--- config.mk ---
export PLATFORM = sky130hd
export DESIGN_NAME = adaptive_first_order_lowpass
export DESIGN_NICKNAME = d
export VERILOG_FILES = /design/src/sv/afol_pkg.sv /design/src/sv/afol_div.sv /design/src/sv/afol_dp.sv /design/src/sv/afol_ctrl.sv /design/src/sv/adaptive_first_order_lowpass.sv
export SDC_FILE = /design/constraint.sdc
export NUM_CORES = 2
export LEC_CHECK = 0
export BUFFER_PORTS_ARGS = -buffer_cell sky130_fd_sc_hd__buf_2
export CAP_MARGIN = 30
export CORE_ASPECT_RATIO = 1.4
export CORE_MARGIN = 3
export CORE_UTILIZATION = 55
export DETAILED_ROUTE_END_ITERATION = 8
export GPL_TIMING_DRIVEN = 1
export PLACE_DENSITY = 0.85
export SYNTH_ARGS = -nofsm -noshare
export SYNTH_HDL_FRONTEND = slang
export SYNTH_HIERARCHICAL = 1
export SYNTH_SLANG_ARGS = --single-unit
export TNS_END_PERCENT = 10
--- constraint.sdc ---
create_clock -name i_clk -period 10.8 [get_ports i_clk]
set_input_delay 3.24 -clock i_clk [delete_from_list [all_inputs] [get_ports i_clk]]
set_output_delay 3.24 -clock i_clk [all_outputs]
set_load 0.05 [all_outputs]
--- src/sv/afol_pkg.sv ---
// Shared types and constants of the adaptive first-order low-pass filter.
package afol_pkg;

    // Gain format: Q0.16, unity is 2^16, one extra bit holds unity itself
    localparam int GAIN_FRAC   = 16;
    localparam int GAIN_W      = GAIN_FRAC + 1;
    localparam int TICK_W      = 32;
    localparam int TC_W        = 20;
    localparam int DIVISOR_W   = TICK_W + 1;
    localparam int DIV_CNT_W   = $clog2(GAIN_FRAC);
    localparam int CFG_INDEX_W = 2;
    localparam int CFG_DATA_W  = 32;

    localparam logic [GAIN_W-1:0] GAIN_ONE       = GAIN_W'(1) << GAIN_FRAC;
    localparam logic [GAIN_W-1:0] FIXED_GAIN_RST = GAIN_ONE;
    localparam logic [TICK_W-1:0] GAP_LIMIT_RST  = TICK_W'(300);

    // Configuration register indexes
    typedef enum logic [CFG_INDEX_W-1:0] {
        REG_FILTER_MODE = 2'd0,
        REG_FIXED_GAIN  = 2'd1,
        REG_TIME_CONST  = 2'd2,
        REG_GAP_LIMIT   = 2'd3
    } t_cfg_reg;

    // Filter modes
    localparam logic MODE_FIXED = 1'b0;
    localparam logic MODE_TIMED = 1'b1;

    // Controller states
    typedef enum logic [2:0] {
        S_IDLE,
        S_PREP,
        S_DIV,
        S_MUL_LO,
        S_MUL_HI,
        S_ACC,
        S_UPD,
        S_DONE
    } t_state;

    // Commands from controller to datapath
    typedef struct packed {
        logic load;      // capture input transaction
        logic prep;      // form difference, pick gain, track tick
        logic restart;   // jump value to the sample
        logic div_init;  // start gain division
        logic div_step;  // one quotient bit
        logic mul_lo;    // low partial product
        logic mul_hi;    // high partial product
        logic acc;       // combine partial products
        logic upd;       // add scaled step, saturate
        logic out_load;  // move result into output register
    } t_dp_cmd;

    // Status from datapath to controller
    typedef struct packed {
        logic timed;
        logic gap_over;
        logic tc_zero;
        logic div_last;
        logic out_free;
    } t_dp_status;

endpackage

--- src/sv/afol_div.sv ---
// Restoring divider: gain = dt * 2^16 / (time_constant + dt), one bit per cycle.
module afol_div
    import afol_pkg::*;
(
    input  logic                  i_clk,
    input  logic                  i_init,
    input  logic                  i_step,
    input  logic [TICK_W-1:0]     i_dt,
    input  logic [TC_W-1:0]       i_tc,
    output logic [GAIN_FRAC-1:0]  o_quotient,
    output logic                  o_last
);

    logic [DIVISOR_W-1:0] r_rem;
    logic [DIVISOR_W-1:0] r_divisor;
    logic [GAIN_FRAC-1:0] r_quot;
    logic [DIV_CNT_W-1:0] r_count;

    logic [DIVISOR_W:0]   w_shift;
    logic [DIVISOR_W:0]   w_sub;
    logic                 w_ge;

    // Trial subtract of the doubled remainder
    always_comb begin
        w_shift = {r_rem, 1'b0};
        w_ge    = w_shift >= {1'b0, r_divisor};
        w_sub   = w_shift - {1'b0, r_divisor};
    end

    // Load operands or advance one quotient bit
    always_ff @(posedge i_clk) begin
        if (i_init) begin
            r_rem     <= {1'b0, i_dt};
            r_divisor <= {1'b0, i_dt} + DIVISOR_W'(i_tc);
            r_quot    <= '0;
            r_count   <= '0;
        end else if (i_step) begin
            r_rem     <= w_ge ? w_sub[DIVISOR_W-1:0] : w_shift[DIVISOR_W-1:0];
            r_quot    <= {r_quot[GAIN_FRAC-2:0], w_ge};
            r_count   <= r_count + DIV_CNT_W'(1);
        end
    end

    assign o_quotient = r_quot;
    assign o_last     = (r_count == DIV_CNT_W'(GAIN_FRAC - 1));

endmodule

--- src/sv/afol_dp.sv ---
// Datapath: configuration registers, filter state, gain, multiply and output register.
module afol_dp
    import afol_pkg::*;
#(
    parameter int SAMPLE_BITS   = 16,
    parameter int FRACTION_BITS = 16
) (
    input  logic                          i_clk,
    input  logic                          i_rst_n,
    input  t_dp_cmd                       i_cmd,
    output t_dp_status                    o_status,
    input  logic                          i_cfg_valid,
    input  logic [CFG_INDEX_W-1:0]        i_cfg_index,
    input  logic [CFG_DATA_W-1:0]         i_cfg_data,
    input  logic signed [SAMPLE_BITS-1:0] i_sample,
    input  logic [TICK_W-1:0]             i_tick,
    input  logic                          i_out_ready,
    output logic                          o_out_valid,
    output logic signed [SAMPLE_BITS-1:0] o_filtered,
    output logic                          o_restarted
);

    localparam int VB   = SAMPLE_BITS + FRACTION_BITS;  // state width
    localparam int DW   = VB + 1;                        // difference width
    localparam int LW   = (DW + 1) / 2;                  // low split of difference
    localparam int HW   = DW - LW;                       // high split of difference
    localparam int MW   = LW + 1;                        // multiplier operand
    localparam int PMW  = MW + GAIN_W + 1;               // multiplier product
    localparam int SUMW = DW + GAIN_W + 1;               // full product
    localparam int DLW  = SUMW - GAIN_FRAC;              // scaled step
    localparam int NW   = DW + 3;                        // update sum

    localparam logic signed [NW-1:0] VALUE_MAX = NW'((64'd1 << (VB - 1)) - 64'd1);
    localparam logic signed [NW-1:0] VALUE_MIN = -VALUE_MAX - NW'(1);

    // Configuration
    logic                  r_filter_mode;
    logic [GAIN_W-1:0]     r_fixed_gain;
    logic [TC_W-1:0]       r_time_const;
    logic [TICK_W-1:0]     r_gap_limit;

    // Filter state
    logic signed [VB-1:0]  r_value;
    logic [TICK_W-1:0]     r_prev_tick;

    // Item in flight
    logic signed [SAMPLE_BITS-1:0] r_sample;
    logic [TICK_W-1:0]     r_tick;
    logic [TICK_W-1:0]     r_dt;
    logic signed [DW-1:0]  r_diff;
    logic [GAIN_W-1:0]     r_gain;
    logic                  r_use_div;
    logic                  r_restarted;
    logic signed [PMW-1:0] r_prod_lo;
    logic signed [PMW-1:0] r_prod_hi;
    logic signed [SUMW-1:0] r_prod;

    // Output register
    logic                  r_out_valid;
    logic signed [SAMPLE_BITS-1:0] r_out_filtered;
    logic                  r_out_restarted;

    logic [GAIN_FRAC-1:0]  w_quotient;
    logic                  w_div_last;
    logic signed [VB-1:0]  w_target;
    logic signed [DW-1:0]  n_diff;
    logic [GAIN_W-1:0]     w_gain;
    logic signed [MW-1:0]  w_mul_a;
    logic signed [GAIN_W:0] w_mul_b;
    logic signed [PMW-1:0] w_mul_p;
    logic signed [SUMW-1:0] n_prod;
    logic signed [DLW-1:0] w_delta;
    logic signed [NW-1:0]  w_sum;
    logic signed [VB-1:0]  n_value;

    afol_div u_div (
        .i_clk      (i_clk),
        .i_init     (i_cmd.div_init),
        .i_step     (i_cmd.div_step),
        .i_dt       (r_dt),
        .i_tc       (r_time_const),
        .o_quotient (w_quotient),
        .o_last     (w_div_last)
    );

    // Target and difference in state format
    always_comb begin
        w_target = {r_sample, {FRACTION_BITS{1'b0}}};
        n_diff   = DW'(w_target) - DW'(r_value);
        if (VB + 1 == DW) begin
            n_diff = {w_target[VB-1], w_target} - {r_value[VB-1], r_value};
        end
    end

    // Shared multiplier: unsigned low part, then signed high part of the difference
    always_comb begin
        w_gain  = r_use_div ? {1'b0, w_quotient} : r_gain;
        w_mul_b = {1'b0, w_gain};
        if (i_cmd.mul_hi) begin
            w_mul_a = {{(MW-HW){r_diff[DW-1]}}, r_diff[DW-1:LW]};
        end else begin
            w_mul_a = {1'b0, r_diff[LW-1:0]};
        end
        w_mul_p = w_mul_a * w_mul_b;
    end

    // Combine partial products, then floor-shift and saturate
    always_comb begin
        n_prod  = SUMW'({{(SUMW-PMW){r_prod_hi[PMW-1]}}, r_prod_hi} <<< LW)
                + {{(SUMW-PMW){r_prod_lo[PMW-1]}}, r_prod_lo};
        w_delta = r_prod[SUMW-1:GAIN_FRAC];
        w_sum   = {{(NW-VB){r_value[VB-1]}}, r_value}
                + {{(NW-DLW){w_delta[DLW-1]}}, w_delta};
        if (w_sum > VALUE_MAX) begin
            n_value = VALUE_MAX[VB-1:0];
        end else if (w_sum < VALUE_MIN) begin
            n_value = VALUE_MIN[VB-1:0];
        end else begin
            n_value = w_sum[VB-1:0];
        end
    end

    // Configuration writes
    always_ff @(posedge i_clk) begin
        if (!i_rst_n) begin
            r_filter_mode <= MODE_FIXED;
            r_fixed_gain  <= FIXED_GAIN_RST;
            r_time_const  <= '0;
            r_gap_limit   <= GAP_LIMIT_RST;
        end else if (i_cfg_valid) begin
            case (t_cfg_reg'(i_cfg_index))
                REG_FILTER_MODE: r_filter_mode <= i_cfg_data[0];
                REG_FIXED_GAIN:  r_fixed_gain  <= i_cfg_data[GAIN_W-1:0];
                REG_TIME_CONST:  r_time_const  <= i_cfg_data[TC_W-1:0];
                REG_GAP_LIMIT:   r_gap_limit   <= i_cfg_data[TICK_W-1:0];
                default: begin
                end
            endcase
        end
    end

    // Filter state: restart jump, update, tick tracking
    always_ff @(posedge i_clk) begin
        if (!i_rst_n) begin
            r_value     <= '0;
            r_prev_tick <= '0;
        end else begin
            if (i_cmd.prep && r_filter_mode == MODE_TIMED) begin
                r_prev_tick <= r_tick;
            end
            if (i_cmd.restart) begin
                r_value <= w_target;
            end else if (i_cmd.upd) begin
                r_value <= n_value;
            end
        end
    end

    // Item in flight
    always_ff @(posedge i_clk) begin
        if (i_cmd.load) begin
            r_sample <= i_sample;
            r_tick   <= i_tick;
            r_dt     <= i_tick - r_prev_tick;
        end
        if (i_cmd.prep) begin
            r_diff      <= n_diff;
            r_restarted <= i_cmd.restart;
            r_use_div   <= i_cmd.div_init;
            r_gain      <= (r_filter_mode == MODE_TIMED) ? GAIN_ONE : r_fixed_gain;
        end
        if (i_cmd.mul_lo) begin
            r_prod_lo <= w_mul_p;
        end
        if (i_cmd.mul_hi) begin
            r_prod_hi <= w_mul_p;
        end
        if (i_cmd.acc) begin
            r_prod <= n_prod;
        end
    end

    // Output register: hold until the transaction completes
    always_ff @(posedge i_clk) begin
        if (!i_rst_n) begin
            r_out_valid <= 1'b0;
        end else if (i_cmd.out_load) begin
            r_out_valid <= 1'b1;
        end else if (i_out_ready) begin
            r_out_valid <= 1'b0;
        end
    end

    always_ff @(posedge i_clk) begin
        if (i_cmd.out_load) begin
            r_out_filtered  <= r_value[VB-1:FRACTION_BITS];
            r_out_restarted <= r_restarted;
        end
    end

    always_comb begin
        o_status.timed    = (r_filter_mode == MODE_TIMED);
        o_status.gap_over = (r_dt > r_gap_limit);
        o_status.tc_zero  = (r_time_const == '0);
        o_status.div_last = w_div_last;
        o_status.out_free = !r_out_valid || i_out_ready;
    end

    assign o_out_valid = r_out_valid;
    assign o_filtered  = r_out_filtered;
    assign o_restarted = r_out_restarted;

endmodule

--- src/sv/afol_ctrl.sv ---
// Controller: sequences one item through prepare, divide, multiply and update.
module afol_ctrl
    import afol_pkg::*;
(
    input  logic       i_clk,
    input  logic       i_rst_n,
    input  logic       i_in_valid,
    output logic       o_in_ready,
    input  t_dp_status i_status,
    output t_dp_cmd    o_cmd
);

    t_state r_state;
    t_state n_state;

    always_ff @(posedge i_clk) begin
        if (!i_rst_n) begin
            r_state <= S_IDLE;
        end else begin
            r_state <= n_state;
        end
    end

    // Next state
    always_comb begin
        n_state = r_state;
        case (r_state)
            S_IDLE: begin
                if (i_in_valid) begin
                    n_state = S_PREP;
                end
            end
            S_PREP: begin
                if (i_status.timed && i_status.gap_over) begin
                    n_state = S_DONE;
                end else if (i_status.timed && !i_status.tc_zero) begin
                    n_state = S_DIV;
                end else begin
                    n_state = S_MUL_LO;
                end
            end
            S_DIV: begin
                if (i_status.div_last) begin
                    n_state = S_MUL_LO;
                end
            end
            S_MUL_LO: n_state = S_MUL_HI;
            S_MUL_HI: n_state = S_ACC;
            S_ACC:    n_state = S_UPD;
            S_UPD:    n_state = S_DONE;
            S_DONE: begin
                if (i_status.out_free) begin
                    n_state = S_IDLE;
                end
            end
            default:  n_state = S_IDLE;
        endcase
    end

    // Outputs
    always_comb begin
        o_cmd      = '0;
        o_in_ready = 1'b0;
        case (r_state)
            S_IDLE: begin
                o_in_ready = 1'b1;
                o_cmd.load = i_in_valid;
            end
            S_PREP: begin
                o_cmd.prep     = 1'b1;
                o_cmd.restart  = i_status.timed && i_status.gap_over;
                o_cmd.div_init = i_status.timed && !i_status.gap_over && !i_status.tc_zero;
            end
            S_DIV:    o_cmd.div_step = 1'b1;
            S_MUL_LO: o_cmd.mul_lo   = 1'b1;
            S_MUL_HI: o_cmd.mul_hi   = 1'b1;
            S_ACC:    o_cmd.acc      = 1'b1;
            S_UPD:    o_cmd.upd      = 1'b1;
            S_DONE:   o_cmd.out_load = i_status.out_free;
            default: begin
            end
        endcase
    end

endmodule

--- src/sv/adaptive_first_order_lowpass.sv ---
// Top level: first-order low-pass filter with fixed or tick-timed gain.
// Sequence: after the input transaction the item passes S_PREP, then goes to S_DONE
// on a gap restart; in fixed mode or with a zero time constant it passes S_MUL_LO,
// S_MUL_HI, S_ACC and S_UPD, and in timed mode the gain divider (S_DIV) comes first.
// S_DONE loads the output register once it is free. Input is taken only in S_IDLE;
// the next item is taken while a finished result still waits in the output register.
// Reset (i_rst_n low, synchronous): configuration registers to their defaults, value and last tick to 0.
module adaptive_first_order_lowpass
    import afol_pkg::*;
#(
    parameter int SAMPLE_BITS   = 16,
    parameter int FRACTION_BITS = 16
) (
    input  logic                        i_clk,
    input  logic                        i_rst_n,
    input  logic                        i_cfg_valid,
    output logic                        o_cfg_ready,
    input  logic [CFG_INDEX_W-1:0]      i_cfg_index,
    input  logic [CFG_DATA_W-1:0]       i_cfg_data,
    input  logic                        i_s_axis_tvalid,
    output logic                        o_s_axis_tready,
    // sample, current_tick
    input  logic [((SAMPLE_BITS+TICK_W+7)/8)*8-1:0] i_s_axis_tdata,
    output logic                        o_m_axis_tvalid,
    input  logic                        i_m_axis_tready,
    // filtered
    output logic [((SAMPLE_BITS+7)/8)*8-1:0] o_m_axis_tdata,
    // restarted
    output logic                        o_m_axis_tuser
);

    localparam int OUT_TDATA_W = ((SAMPLE_BITS + 7) / 8) * 8;

    t_dp_cmd    w_cmd;
    t_dp_status w_status;
    logic signed [SAMPLE_BITS-1:0] w_filtered;

    afol_ctrl u_ctrl (
        .i_clk      (i_clk),
        .i_rst_n    (i_rst_n),
        .i_in_valid (i_s_axis_tvalid),
        .o_in_ready (o_s_axis_tready),
        .i_status   (w_status),
        .o_cmd      (w_cmd)
    );

    afol_dp #(
        .SAMPLE_BITS   (SAMPLE_BITS),
        .FRACTION_BITS (FRACTION_BITS)
    ) u_dp (
        .i_clk       (i_clk),
        .i_rst_n     (i_rst_n),
        .i_cmd       (w_cmd),
        .o_status    (w_status),
        .i_cfg_valid (i_cfg_valid),
        .i_cfg_index (i_cfg_index),
        .i_cfg_data  (i_cfg_data),
        .i_sample    (i_s_axis_tdata[SAMPLE_BITS-1:0]),
        .i_tick      (i_s_axis_tdata[SAMPLE_BITS+TICK_W-1:SAMPLE_BITS]),
        .i_out_ready (i_m_axis_tready),
        .o_out_valid (o_m_axis_tvalid),
        .o_filtered  (w_filtered),
        .o_restarted (o_m_axis_tuser)
    );

    assign o_cfg_ready    = 1'b1;
    assign o_m_axis_tdata = OUT_TDATA_W'($unsigned(w_filtered));

    // A new transaction is always followed by the prepare step
    a_load_then_prep: assert property (@(posedge i_clk) disable iff (!i_rst_n)
        (i_s_axis_tvalid && o_s_axis_tready) |=> w_cmd.prep)
        else $error("prepare step did not follow an input transaction");

    // A result never overwrites one that has not been taken
    a_no_overwrite: assert property (@(posedge i_clk) disable iff (!i_rst_n)
        w_cmd.out_load |-> (!o_m_axis_tvalid || i_m_axis_tready))
        else $error("output register loaded while still full");

    // No result appears the cycle after an input transaction unless one was pending
    a_no_early_result: assert property (@(posedge i_clk) disable iff (!i_rst_n)
        (i_s_axis_tvalid && o_s_axis_tready && !o_m_axis_tvalid) |=> !o_m_axis_tvalid)
        else $error("result appeared before the item was processed");

    // Load, divide-step, multiply, combine, update and output-load commands are mutually exclusive
    a_cmd_exclusive: assert property (@(posedge i_clk) disable iff (!i_rst_n)
        $onehot0({w_cmd.load, w_cmd.div_step, w_cmd.mul_lo, w_cmd.mul_hi,
                  w_cmd.acc, w_cmd.upd, w_cmd.out_load}))
        else $error("more than one datapath step commanded");

endmodule
==> impl_metrics.tcl <==
set metrics [dict create \
    status "finished clean" \
    startpoint "u_ctrl/r_state[2]" \
    ys.flop_type "edfxtp_1" \
    grt-ovfl-total 0 \
    max_slew_margin_pct 29.6 \
    yosysWarnings 6 \
    required_ns 11.10 \
    dp_hpwl_um 76300 \
    postSynth.asyncResetShare_pct 0 \
    viasPerCell 5.78 \
    cp.arrival_ns 9.00 \
    finalWirelength_um 97300 \
    ant_nets 0 \
    synth_nets 4670 \
    ctsHoldBuffers 0 \
    holdCritStartpoint "u_dp/r_restarted" \
    seq_area_frac_synth_pct 32.3 \
    fin_crit_ns 8.70 \
    yosys_register_bits 462 \
    fillers 5538 \
    grt_pass1_wl_um 153000 \
    synth.distinct_cells 96 \
    rsz0062_at_grt "no" \
    worst_clock_skew_ns 0.0276 \
    grt_util_met1_pct 27.5 \
    synth_common_cells "559 x inv_1, 495 x nand2_1, 316 x fa_1" \
    crit_path_start_kind "register" \
    cts_tree "built" \
    drtIter0Drc 1750 \
    first_pass_iters 6 \
    synth-xor-area-share_pct 4.77 \
    path_class "reg -> reg" \
    timing.final.crit_share_pct 80.6 \
    drc_errors 0 \
    crit_fanout 49 \
    synth_top_area_cell "edfxtp_1" \
    grt_usage_pct 26.8 \
    synth_fa_ha_area_share_pct 26.3 \
    die_area_um2 72300 \
    cpLargestDelayFamily "adder cells" \
    synth_top_family_by_area "adder cells" \
    cts-buffers-inserted 49 \
    fmax_mhz 115 \
    layout.nets 4733 \
    cts_sinks 462 \
    final_max_slew_viol_count 0 \
    final-seq-area_um2 12300 \
    gp_congestion 1.00 \
    setup_viol 0 \
    ctsRootBufferMaster "clkbuf_16" \
    synth_top_area_share_pct 24.0 \
    path_buf_inv 5 \
    path_cells "nor3b_2, buf_4, mux2i_1, nor2_1, fa_1, inv_1, fa_1, fa_1, inv_1, fa_1, fa_1, inv_1, fa_1, inv_1, ha_1, a21o_1, a2111o_1, a211oi_1, nor3_1, o21bai_1, a31oi_1, o21ai_0, mux2i_1, o2111ai_1" \
    slowest_stage "mux2i_1" \
    syn_area_um2 38000 \
    grt_pass1_vias 30100 \
    pin_count 107 \
    core_um2 68100 \
    vias 28900 \
    multi_input_area_um2 23100 \
    endpoint_kind "register" \
    port_buffers 105 \
    slowest_delay_ns 0.78 \
    synthTopCellsByArea "edfxtp_1 24%, fa_1 17%, ha_1 9.6%" \
    synthMuxAreaShare_pct 2.86 \
    hold_path.class "reg -> reg" \
    grt_util_met2_pct 50.1 \
    rows 113 \
    clockBufferDepth 3 \
    wl_per_cell_um 19.5 \
    reg2reg_from "u_ctrl/r_state[2]" \
    drive_gt1_share_pct 7.28 \
    synth-compound-area-share_pct 13.7 \
    area_growth_pct 8.65 \
    die_w_um 228 \
    setup_tns_ns 0 \
    cts_resized 0 \
    worst_pin_slew_ns 1.03 \
    hold_viol 0 \
    grt_util_met3_pct 3.30 \
    cpMostUsedCell "fa_1" \
    busiest_layer "met2" \
    maxCapViolations 0 \
    antenna_found_initial 1 \
    clk_latency_ns 0.61 \
    start_util_pct 55.7 \
    yosys.area_share.simple_pct 13.2 \
    postSynthCellCount 3975 \
    die_height_um 317 \
    htree_levels 2 \
    path_clk_slew_ns 0.06 \
    synthMostInstantiatedCell "inv_1" \
    post_cts_buffers 0 \
    grt_max_degree 110 \
    synth.avg_cell_area_um2 9.56 \
    synth_edf_count 303 \
]
-- sequential cells by signal, indices dropped and copies added (netlist names), 17 cells and up --
signal,count
u_dp/r_gap_limit,32
u_dp/r_dt,32
u_dp/r_value,32
u_dp/r_time_const,20
u_dp/r_prod_hi,34
u_dp/r_prev_tick,32
u_dp/r_tick,32
u_dp/r_prod_lo,20
u_dp/r_diff,33
u_dp/r_gain,17
u_dp/u_div/r_rem,33
u_dp/r_prod,35
u_dp/u_div/r_divisor,33
u_dp/r_fixed_gain,17
-- routing by layer --
layer | up-vias | wire, um | part of all wire, %
met5 | - | 0 | 0
met4 | 0 | 8100 | 8.3
met3 | 382 | 4880 | 5.0
met2 | 1081 | 50300 | 52
met1 | 14000 | 34000 | 35
li1 | 13400 | - | -
-- metrics by stage --
| step | hold slack [ns] | util (%) | instance area (um^2) | worst slack, ns | std cells |
|---|---|---|---|---|---|
| 2_1_floorplan | 0.400 | - | 38000 | 0.753 | 3975 |
| 3_3_place_gp | 0.401 | 57.8 | 39400 | 2.57 | 4900 |
| 3_5_place_dp | 0.405 | 58.0 | 39500 | 2.25 | 4906 |
| 4_1_cts | 0.419 | 60.5 | 41200 | 2.23 | 4997 |
| 5_1_grt | 0.437 | 60.6 | 41300 | 1.78 | 4998 |
| 6_report | 0.418 | 60.6 | 41300 | 2.10 | 4999 |
-- final timing paths --
path,endpoint,slack [ns],depth (start not counted)
setup / recovery,u_dp/r_prod_hi[32],2.10,24
hold / removal,u_dp/o_restarted,0.42,0
setup reg to reg,u_dp/r_prod_hi[32],2.10,24
hold reg to reg,u_dp/o_restarted,0.42,0
-- worst register-to-register path, stage by stage (launching register included) --
cell	delay, ns
dfxtp_1	0.56
nor3b_2	0.23
buf_4	0.57
mux2i_1	0.85
nor2_1	0.18
fa_1	0.54
inv_1	0.06
fa_1	0.52
fa_1	0.53
inv_1	0.06
fa_1	0.49
fa_1	0.49
inv_1	0.05
fa_1	0.50
inv_1	0.05
ha_1	0.36
a21o_1	0.23
a2111o_1	0.40
a211oi_1	0.30
nor3_1	0.11
o21bai_1	0.29
a31oi_1	0.22
o21ai_0	0.37
mux2i_1	0.25
o2111ai_1	0.18
-- cells by family after synthesis --
group,count (synthesis)
AOI/OAI and AO/OA,785
buffers and inverters,688
DFF,462
adders and majority gates,608
xor gates and xnor gates,207
and+or+nand+nor,1120
other,1
muxes,104
-- cell usage in the layout (no fill, tap or decap), types with 47 or more instances in the layout --
cell type  count
ha_1         292
fa_1         316
xor2_1        68
clkbuf_16     50
inv_1        559
edfxtp_1     303
a21o_1        96
nor2b_1       50
a21boi_0     104
buf_2        105
nor2_1       308
o21ai_0      145
a21oi_1      183
mux2i_1       74
nand2_1      495
o21a_1        47
xnor2_1      139
dfxtp_1      159
-- layout make-up --
type | instances | area share [%]
Inverter | 559 | 5.08
Tap cell | 920 | 2.79
Multi-Input combinational cell | 2825 | 56.0
Antenna cell | 1 | 0.00606
Timing Repair Buffer | 141 | 2.21
Clock buffer | 68 | 3.39
Sequential cell | 462 | 29.8
Clock inverter | 23 | 0.734
Power is left out: the tool's default activity adds up to more than one toggle a clock period on the data nets, which glitch-free logic cannot reach.
